### config.mk
export PLATFORM = sky130hd
export DESIGN_NAME = rfid_hex_tag_decode_check_top
export DESIGN_NICKNAME = d
export VERILOG_FILES = /design/src/rtl/rfid_hex_pkg.sv /design/src/rtl/rfid_hex_tag_decode_check_top.sv /design/src/rtl/rfid_hex_front.sv /design/src/rtl/rfid_hex_queue.sv /design/src/rtl/rfid_hex_back.sv
export SDC_FILE = /design/constraint.sdc
export NUM_CORES = 1
export LEC_CHECK = 0
export BUFFER_PORTS_ARGS = -buffer_cell sky130_fd_sc_hd__clkbuf_2
export CAP_MARGIN = 10
export CORE_MARGIN = 10
export CORE_UTILIZATION = 51
export DETAILED_ROUTE_END_ITERATION = 8
export PLACE_DENSITY_LB_ADDON = 0.12
export SETUP_SLACK_MARGIN = 0.15
export SYNTH_ARGS = -nofsm -noshare
export SYNTH_HDL_FRONTEND = slang
export SYNTH_SLANG_ARGS = --single-unit
### constraint.sdc
create_clock -name clk -period 2.9 [get_ports clk]
set_input_delay 0.29 -clock clk [delete_from_list [all_inputs] [get_ports clk]]
set_output_delay 0.29 -clock clk [all_outputs]
set_load 0.01 [all_outputs]
### src/rtl/rfid_hex_pkg.sv
// ----------------------------------------------------------------------------
// rfid_hex_pkg
// Shared types and constants for the ASCII hex tag frame decoder.
// ----------------------------------------------------------------------------
package rfid_hex_pkg;

  // Frame geometry
  localparam int unsigned DATA_BYTES  = 5;
  localparam int unsigned FRAME_CHARS = 2 * (DATA_BYTES + 1);
  localparam int unsigned TAG_BITS    = 40;

  localparam logic [3:0] LAST_IDX     = 4'(FRAME_CHARS - 1);
  localparam logic [3:0] DATA_BYTES_W = 4'(DATA_BYTES);

  // ASCII bounds of the accepted digits
  localparam logic [7:0] CHAR_0 = 8'h30;
  localparam logic [7:0] CHAR_9 = 8'h39;
  localparam logic [7:0] CHAR_A = 8'h41;
  localparam logic [7:0] CHAR_F = 8'h46;
  localparam logic [3:0] HEX_A_VAL = 4'd10;

  // Result status codes
  typedef enum logic [1:0] {
    STATUS_OK       = 2'd0,
    STATUS_MISMATCH = 2'd1,
    STATUS_BAD_CHAR = 2'd2
  } status_t;

  // One classified character, front to back
  typedef struct packed {
    logic [3:0] nib;
    logic       bad;
    logic       start;
  } char_t;

endpackage

### src/rtl/rfid_hex_tag_decode_check_top.sv
// ----------------------------------------------------------------------------
// rfid_hex_tag_decode_check_top
// ASCII hex RFID tag frame decoder with XOR checksum check.
// ----------------------------------------------------------------------------
// Input channel: one ASCII character per transaction (in_ch) plus
// in_frame_start, which restarts the frame with this character. A frame is
// 2*(DATA_BYTES+1) uppercase hex digits; pairs form bytes, the first
// DATA_BYTES bytes are tag data, the final byte is the checksum.
// Output channel: one transaction per complete frame with the tag data
// (first byte most significant), the received checksum and a status
// (ok, checksum mismatch, bad character seen anywhere in the frame).
// Throughput: one character per cycle, sustained while the receiver does
// not stall. The frame engine updates its state once per character.
// The last character of a frame enters the two-entry queue when it is
// accepted; the frame engine loads the result into the output register
// when it takes that character from the queue.
// When the receiver stalls, the output register holds, the queue fills and
// in_stall rises once it is full; no character or result is dropped.
// Reset (synchronous, active low) empties the queue, clears the frame
// state and drops any pending result.
module rfid_hex_tag_decode_check_top (
  input  logic                               clk,
  input  logic                               rst_n,
  input  logic                               in_valid,
  output logic                               in_stall,
  input  logic [7:0]                         in_ch,
  input  logic                               in_frame_start,
  output logic                               out_valid,
  input  logic                               out_stall,
  output logic [rfid_hex_pkg::TAG_BITS-1:0]  out_tag_data,
  output logic [7:0]                         out_tag_checksum,
  output logic [1:0]                         out_status
);

  logic                 push;
  rfid_hex_pkg::char_t  push_data;
  logic                 full;
  logic                 head_valid;
  rfid_hex_pkg::char_t  head_data;
  logic                 pop;

  // Character classification
  rfid_hex_front u_front (
    .in_valid       (in_valid),
    .in_ch          (in_ch),
    .in_frame_start (in_frame_start),
    .push           (push),
    .push_data      (push_data)
  );

  // Decoupling queue
  rfid_hex_queue u_queue (
    .clk        (clk),
    .rst_n      (rst_n),
    .push       (push),
    .push_data  (push_data),
    .full       (full),
    .head_valid (head_valid),
    .head_data  (head_data),
    .pop        (pop)
  );

  assign in_stall = full;

  // Frame engine and result register
  rfid_hex_back u_back (
    .clk              (clk),
    .rst_n            (rst_n),
    .head_valid       (head_valid),
    .head_data        (head_data),
    .pop              (pop),
    .out_valid        (out_valid),
    .out_stall        (out_stall),
    .out_tag_data     (out_tag_data),
    .out_tag_checksum (out_tag_checksum),
    .out_status       (out_status)
  );

endmodule

### src/rtl/rfid_hex_front.sv
// ----------------------------------------------------------------------------
// rfid_hex_front
// Classifies one incoming character: hex digit value, bad flag, frame start.
// ----------------------------------------------------------------------------
module rfid_hex_front (
  input  logic                 in_valid,
  input  logic [7:0]           in_ch,
  input  logic                 in_frame_start,
  output logic                 push,
  output rfid_hex_pkg::char_t  push_data
);

  logic is_dec;
  logic is_hex;

  // Digit range checks
  assign is_dec = (in_ch >= rfid_hex_pkg::CHAR_0) && (in_ch <= rfid_hex_pkg::CHAR_9);
  assign is_hex = (in_ch >= rfid_hex_pkg::CHAR_A) && (in_ch <= rfid_hex_pkg::CHAR_F);

  // Digit value; a non-digit counts as zero and is flagged
  always_comb begin
    push_data.start = in_frame_start;
    push_data.bad   = !(is_dec || is_hex);
    if (is_dec) begin
      push_data.nib = in_ch[3:0];
    end else if (is_hex) begin
      push_data.nib = 4'(in_ch - rfid_hex_pkg::CHAR_A) + rfid_hex_pkg::HEX_A_VAL;
    end else begin
      push_data.nib = 4'd0;
    end
  end

  assign push = in_valid;

endmodule

### src/rtl/rfid_hex_queue.sv
// ----------------------------------------------------------------------------
// rfid_hex_queue
// Two-entry queue of classified characters between front and back.
// ----------------------------------------------------------------------------
module rfid_hex_queue (
  input  logic                 clk,
  input  logic                 rst_n,
  input  logic                 push,
  input  rfid_hex_pkg::char_t  push_data,
  output logic                 full,
  output logic                 head_valid,
  output rfid_hex_pkg::char_t  head_data,
  input  logic                 pop
);

  rfid_hex_pkg::char_t entry_r [2];
  logic       wr_ptr_r, wr_ptr_nxt;
  logic       rd_ptr_r, rd_ptr_nxt;
  logic [1:0] count_r, count_nxt;
  logic       do_push;
  logic       do_pop;

  assign full       = (count_r == 2'd2);
  assign head_valid = (count_r != 2'd0);
  assign head_data  = entry_r[rd_ptr_r];
  assign do_push    = push && !full;
  assign do_pop     = pop && head_valid;

  // Pointer and fill count update
  always_comb begin
    wr_ptr_nxt = do_push ? !wr_ptr_r : wr_ptr_r;
    rd_ptr_nxt = do_pop  ? !rd_ptr_r : rd_ptr_r;
    count_nxt  = count_r;
    if (do_push && !do_pop) begin
      count_nxt = count_r + 2'd1;
    end else if (do_pop && !do_push) begin
      count_nxt = count_r - 2'd1;
    end
  end

  always_ff @(posedge clk) begin
    if (!rst_n) begin
      wr_ptr_r <= 1'b0;
      rd_ptr_r <= 1'b0;
      count_r  <= 2'd0;
    end else begin
      wr_ptr_r <= wr_ptr_nxt;
      rd_ptr_r <= rd_ptr_nxt;
      count_r  <= count_nxt;
    end
  end

  // Entry storage
  always_ff @(posedge clk) begin
    if (do_push) begin
      entry_r[wr_ptr_r] <= push_data;
    end
  end

endmodule

### src/rtl/rfid_hex_back.sv
// ----------------------------------------------------------------------------
// rfid_hex_back
// Frame engine: packs digits into bytes, XOR-checks, registers the result.
// ----------------------------------------------------------------------------
module rfid_hex_back (
  input  logic                                clk,
  input  logic                                rst_n,
  input  logic                                head_valid,
  input  rfid_hex_pkg::char_t                 head_data,
  output logic                                pop,
  output logic                                out_valid,
  input  logic                                out_stall,
  output logic [rfid_hex_pkg::TAG_BITS-1:0]   out_tag_data,
  output logic [7:0]                          out_tag_checksum,
  output logic [1:0]                          out_status
);

  // Frame state
  logic [3:0]                        char_index_r, char_index_nxt;
  logic [3:0]                        high_nibble_r, high_nibble_nxt;
  logic [rfid_hex_pkg::TAG_BITS-1:0] data_shift_r, data_shift_nxt;
  logic [7:0]                        xor_accum_r, xor_accum_nxt;
  logic                              bad_r, bad_nxt;

  // Output register
  logic                              out_valid_r, out_valid_nxt;
  logic [rfid_hex_pkg::TAG_BITS-1:0] tag_data_r;
  logic [7:0]                        checksum_r;
  rfid_hex_pkg::status_t             status_r, status_nxt;

  // Working values with frame start applied
  logic [3:0]                        idx;
  logic [3:0]                        hi_eff;
  logic [rfid_hex_pkg::TAG_BITS-1:0] shift_eff;
  logic [7:0]                        xor_eff;
  logic                              bad_eff;
  logic [7:0]                        byte_val;
  logic                              emit;

  // Take a character whenever the output register is free or draining
  assign pop = head_valid && (!out_valid_r || !out_stall);

  always_comb begin
    idx       = head_data.start ? 4'd0 : char_index_r;
    hi_eff    = head_data.start ? 4'd0 : high_nibble_r;
    shift_eff = head_data.start ? '0   : data_shift_r;
    xor_eff   = head_data.start ? 8'd0 : xor_accum_r;
    bad_eff   = (head_data.start ? 1'b0 : bad_r) | head_data.bad;
    byte_val  = {hi_eff, head_data.nib};

    char_index_nxt  = char_index_r;
    high_nibble_nxt = high_nibble_r;
    data_shift_nxt  = data_shift_r;
    xor_accum_nxt   = xor_accum_r;
    bad_nxt         = bad_r;
    emit            = 1'b0;

    if (pop) begin
      char_index_nxt  = idx + 4'd1;
      high_nibble_nxt = hi_eff;
      data_shift_nxt  = shift_eff;
      xor_accum_nxt   = xor_eff;
      bad_nxt         = bad_eff;
      if (!idx[0]) begin
        // first digit of a byte
        high_nibble_nxt = head_data.nib;
      end else begin
        // second digit: data byte or checksum
        if ({1'b0, idx[3:1]} < rfid_hex_pkg::DATA_BYTES_W) begin
          data_shift_nxt = {shift_eff[rfid_hex_pkg::TAG_BITS-9:0], byte_val};
          xor_accum_nxt  = xor_eff ^ byte_val;
        end
        if (idx >= rfid_hex_pkg::LAST_IDX) begin
          emit = 1'b1;
        end
      end
    end
  end

  // Result status
  always_comb begin
    if (bad_eff) begin
      status_nxt = rfid_hex_pkg::STATUS_BAD_CHAR;
    end else if (xor_accum_nxt != byte_val) begin
      status_nxt = rfid_hex_pkg::STATUS_MISMATCH;
    end else begin
      status_nxt = rfid_hex_pkg::STATUS_OK;
    end
  end

  // Output valid: set on a result, cleared once taken
  always_comb begin
    out_valid_nxt = out_valid_r;
    if (emit) begin
      out_valid_nxt = 1'b1;
    end else if (!out_stall) begin
      out_valid_nxt = 1'b0;
    end
  end

  // Control state
  always_ff @(posedge clk) begin
    if (!rst_n) begin
      char_index_r  <= 4'd0;
      high_nibble_r <= 4'd0;
      data_shift_r  <= '0;
      xor_accum_r   <= 8'd0;
      bad_r         <= 1'b0;
      out_valid_r   <= 1'b0;
    end else begin
      out_valid_r <= out_valid_nxt;
      if (emit) begin
        char_index_r  <= 4'd0;
        high_nibble_r <= 4'd0;
        data_shift_r  <= '0;
        xor_accum_r   <= 8'd0;
        bad_r         <= 1'b0;
      end else begin
        char_index_r  <= char_index_nxt;
        high_nibble_r <= high_nibble_nxt;
        data_shift_r  <= data_shift_nxt;
        xor_accum_r   <= xor_accum_nxt;
        bad_r         <= bad_nxt;
      end
    end
  end

  // Result payload
  always_ff @(posedge clk) begin
    if (emit) begin
      tag_data_r <= data_shift_nxt;
      checksum_r <= byte_val;
      status_r   <= status_nxt;
    end
  end

  assign out_valid        = out_valid_r;
  assign out_tag_data     = tag_data_r;
  assign out_tag_checksum = checksum_r;
  assign out_status       = status_r;

endmodule

======== Word level (Yosys, flattened, before mapping) ========
Memory sizes are Yosys's and may differ from the RTL's. A register that Yosys moved wholly into a read port is not among the register bits.
Cells that the tools add are included.
operators by class
  $lt $le $gt $ge ......................... 6
  reduce and logical (&&, ||, !) cells .... 20
  equality and inequality tests ........... 3
  bitwise logic cells ..................... 3
  muxes and demuxes ....................... 26
  $add $sub $neg .......................... 5
operators with widths
  cell                   number
  $mux W40               4
  $mux W8                4
  $mux W4                5
  $mux W1                11
  $ge A8 B6 Y1 const B   1
  $ge A8 B7 Y1 const B   1
  $le A8 B6 Y1 const B   1
  $le A8 B7 Y1 const B   1
  $logic_not A1 Y1       8
  $ne A8 B8 Y1           1
  $xor A8 B8 Y8          1
  $logic_and A1 B1 Y1    7
  $add A4 B1 Y4 const B  1
  $add A4 B4 Y4 const B  1
  $ge A4 B4 Y1 const B   1
  $mux W2                2
  $reduce_bool A2 Y1     2
  $sub A4 B1 Y4 const B  1
  $lt A3 B3 Y1 const B   1
  $add A2 B1 Y2 const B  1
  $eq A2 B2 Y1 const B   1
  $logic_or A1 B1 Y1     2
  $ne A2 B1 Y1 const B   1
  $reduce_or A2 Y1       1
  3 further kinds        3
storage, ports and cells
  input port bits ......................... 13
  output and inout port bits .............. 52
  word-level logic and storage cells ...... 76
  memories ................................ 1
  memory bits (writable) .................. 12
  register bits ........................... 112
memories
  memory           depth  width  read ports  clocked after Yosys merged registers in  write ports  RTL line              RTL
  u_queue.entry_r  2      6      1           1                                        1            rfid_hex_queue.sv:16  rfid_hex_pkg::char_t entry_r [2];

======== Depth between registers and ports, before layout ========
  depth after elaboration ................. 7
  depth in mapped cells ................... 9
  depth with buffers taken out ............ 8

======== Hierarchy ========
Synthesis repeated with hierarchy kept, for this count alone.
unflattened totals
  cell total of the unflattened synthesis .. 442
  area total of the unflattened synthesis .. 5041.1 µm²
modules (own cells, without submodules)
  module          times used  area each (µm²)  cells each  sequential area each (µm²)
  rfid_hex_back   1           4181.5           375         2662.6
  rfid_hex_queue  1           668.1            44          460.4
  rfid_hex_front  1           191.4            23          0.0

======== Least setup slack after synthesis ========
No wires, ideal clock.
  path type ............................... flip-flop to flip-flop
  start ................................... register with a tool-made name
  end ..................................... register u_back.status_r[0], in the netlist u_back.out_status[0] (enable)
  clock period less this slack ............ 2774 ps
  setup time .............................. 404 ps
  setup slack ............................. 126 ps
  required time ........................... 2496 ps
  cell stages (with the launch flop) ...... 8
  buffers on the path ..................... 2
  arrival ................................. 2370 ps
  cell sequence ........................... dfxtp_1 > buf_6 > mux2i_1 > buf_4 > and2_1 > ha_1 > o2111ai_2 > inv_1
RTL lines
  what                    RTL line              RTL
  end signal: assignment  rfid_hex_back.sv:133  status_r <= status_nxt;
  end: declaration        rfid_hex_back.sv:29   rfid_hex_pkg::status_t status_r, status_nxt;

======== Final worst setup path ========
  start ................................... register u_queue.count_r[0]
  end ..................................... register u_back.tag_data_r, in the netlist u_back.out_tag_data[23] (enable)
between the ends
  word-level cells in the longest chain between the ends .. 3
ends and longest elaborated chain
  what                      RTL line              RTL
  start: declaration        rfid_hex_queue.sv:19  logic [1:0] count_r, count_nxt;
  start signal: assignment  rfid_hex_queue.sv:49  count_r <= count_nxt;
  $reduce_bool A2 Y1        rfid_hex_queue.sv:24  assign head_valid = (count_r != 2'd0);
  $logic_and A1 B1 Y1       rfid_hex_back.sv:41   assign pop = head_valid && (!out_valid_r || !out_stall);
  $mux W1                   rfid_hex_back.sv:58   if (pop) begin
  via u_back.emit           rfid_hex_back.sv:38   logic emit;
  end signal: assignment    rfid_hex_back.sv:131  tag_data_r <= data_shift_nxt;
  end: declaration          rfid_hex_back.sv:27   logic [rfid_hex_pkg::TAG_BITS-1:0] tag_data_r;
The timed path passes the listed nets, and every way through them passes these cells.
A chain may end at the register's enable or synchronous reset.

==> impl_results.md <==
- Mapped Area: 4960 µm²
- Io pins: 65
- First-pass GRT wire length: about 17000 µm
- Core ar.: 9370 µm²
- CP max stage delay: approximately 420 ps
- Final Max Slew Viols: 0
- Finished Cell Area: between 6000 and 7000 µm²
- Drt pass-1 iters: 6
- Fmax: ~0.43 GHz
- Final setup vio count: 0
- Ys flop type: dfxtp_1
- Area delta synth->final: 21.5%
- Startpoint types: flop
- Initial antenna violation count: 0
- All-Layer GR Usage: 0.149
- Root Driver: clkbuf_8
- Top-area cell type share of the netlist area: 0.375
- Placed cell areas: roughly 5400 µm²
- Vias in the first global route: 3569
- Unrepaired setup endpoints after global routing: no
- Filler instances: ~770
- Max_slew headroom: 0.611
- Final wirelength: a little over 10000 µm
- Worst Tran Pin Value: approximately 580 ps
- Share of cells above drive strength 1: 0.218
- Vias per Instance: 5.39
- Via count: approximately 3600
- # diodes: 0
- CP Class: reg -> reg
- Worst-Skew Late Latency: between 500 and 600 ps
- Largest net degree at the start of global routing: 41
- Final setup skew: ~6.7 ps
- Compound-Gate Fraction of Synth Area: 0.122
- Post-synthesis xor/xnor area fraction: 0.0159
- Library cells used by synthesis: 56
- Top Metal Used: met4
- Asr flop ratio synth: 0
- Synth area leaders: edfxtp_1 (38%), dfxtp_1 (25%), nand2_1 (7.0%)
- Number of max-cap violations: 0
- Hold Vio Cnt, Final: 0
- Pleak: 2.54 nW
- Synth area leader: edfxtp_1
- Fin crit share: 0.794
- Initial core utilization: 0.529
- Status: finished clean
- Die height: approximately 120 µm
- Yosys reg bits: 125
- Max FO, Critical Path: 24
- Routed wl met2: approximately 5200 µm
- DIE WIDTH: 119 µm
- Synth Area in Adders: 0.0126
- Final Util: 0.643
- Maximum clock insertion buffer count: 2
- Peak VDD IR: 0.530 mV
- WL met1: about 4300 µm
- Synth cell count leaders: nand2_1 (93), dfxtp_1 (63), edfxtp_1 (62)
- Synthesized area per cell: ~11 µm²
- Largest family of logic cells by synthesized area: simple AND/OR/NAND/NOR gates
- Clk pin slew, worst setup/hold paths: approximately 60 ps
- Final HPWL DP: 7150 µm
- Post-DRT Antenna Nets: 0
- R2r setup slk: between 500 and 600 ps
- Post-synth EDFFs: 62
- CTS tree: done
- Count leader, synth: nand2_1
- DR iter-0 viols: 315
- Row Count: 35
- CTS buffer count: 17
- Clock sink total: around 130
- Cells after synthesis: around 460
- Post-CTS Setup Repair Bufs: 0
- WL met3: roughly 580 µm
- Syn. warnings: 0
- Setup TNS: 0 ps
- Worst path required time: approximately 3100 ps
- DR WL/cell: 15.4 µm
- Simple-gate portion of the synthesized area: 0.168
- GR Overflow Total: 0
- Nets: 550
- Mux cell area share after synthesis: 0.0161
- H-tree depth: 4
- GP Congestion: between 0.8 and 0.9
- WP data arrival: around 2500 ps
- # DRC: 0
- PwrDens: about 850 nW/µm²
- I/O Buffers: 64
- Final Critical Period: 2300 ps
- Syn nets: ~480
- Worst Hold Class: in -> reg
- Setup crit end kind: flop
- Die area: 14100 µm²
- Crit path cell chain: a2bb2oi_2 -> inv_2 -> nor2_1 -> o2111ai_2 -> clkinvlp_4 -> buf_12
- Register area share after synthesis: 0.630
- Critical-path top delay cell: dfxtp_1
[cells by family (layout without fill, tap and decap cells)]
logic type	Yosys count	in the layout
AO/OA/AOI/OAI	94	94
adder cells (fa/ha/maj)	5	5
XOR/XNOR	9	9
flip-flops	125	125
buffers and inverters	35	119
AND/OR/NAND/NOR	186	186
multiplexers	7	7
[report_power, final]
part | internal, mW | switching [mW] | leakage (nW)
sequential | 1.97 | 0.110 | 1.11
clock | 1.32 | 0.784 | 0.289
combinational | 0.334 | 0.612 | 1.15
total | 3.63 | 1.51 | 2.54
[metrics by stage]
step	total power [mW]	std cells	hold WS [ps]	setup slack, ps
5_1_grt	5.36	674	53.3	398
4_1_cts	5.16	674	38.3	577
6_report	5.13	674	46.3	596
3_3_place_gp	3.04	641	465	633
3_5_place_dp	3.05	641	470	595
2_1_floorplan	2.83	461	389	288
[per-layer routing]
| metal | track usage | vias up |
|---|---|---|
| li1 | - | 1794 |
| met1 | 0.166 | 1704 |
| met2 | 0.249 | 113 |
| met3 | 0.0485 | 21 |
| met4 | 0.0740 | 0 |
| met5 | 0 | - |
[worst paths after layout]
check                           depth (start not counted)                     from                      end
worst max-delay path                                    6       u_queue.count_r[0]  u_back.out_tag_data[23]
worst min-delay path                                    3                out_stall         u_back.out_valid
worst max register to register                          6       u_queue.count_r[0]  u_back.out_tag_data[23]
worst min register to register                          2  u_back.data_shift_r[36]  u_back.data_shift_r[36]
[cells in the final DEF, fill, tap and decap left out, types with 3 or more instances in the layout]
cell        instances
buf_4               8
inv_1              10
nand2_1            93
o21ai_0            15
edfxtp_1           62
nand3_1            38
ha_1                5
xor2_1              4
clkinv_4            3
and2_1              6
a31oi_1             4
and3_1              8
nor2_1             27
bufinv_16           3
a21oi_1            39
xnor2_1             5
mux2i_1             4
dfxtp_1            63
nor2b_1             3
a211oi_1            4
a22oi_1             6
clkbuf_2           64
clkinvlp_4          4
a21o_1              4
clkbuf_16          16
[flip-flops by register name, summed over array words and instances, names as in the netlist, 4 cells and up, named ones only]
name and flops:
u_back.char_index_r 4, u_queue.entry_r 12, u_back.out_tag_checksum 8, u_back.out_tag_data 40, u_back.xor_accum_r 8, u_back.high_nibble_r 4
u_back.data_shift_r 40
[worst max-delay path: cells and delay by family (launching register included)]
kind | cells | cell delay (ps)
compound gates | 2 | 650
buf+inv | 3 | 740
flops | 1 | 420
simple gates | 1 | 200
[repair_timing]
| action | 4_1_cts | 5_1_grt |
|---|---|---|
| gates resized for setup | 0 | 0 |
| hold endpoints to repair | 2 | 0 |
| hold buffers | 1 | 0 |
| endpoints found under the setup margin | 0 | 0 |
[cell type report]
cell class	count	area [µm²]	area share
Inverter	12	48.8	0.00810
Clock inverter	15	189	0.0314
Timing Repair Buffer	75	430	0.0714
Clock buffer	17	414	0.0687
Multi-Input combinational cell	301	1660	0.275
Sequential cell	125	3120	0.518
Tap cell	129	161	0.0268
No activity file was read; power rests on OpenSTA's default activity.
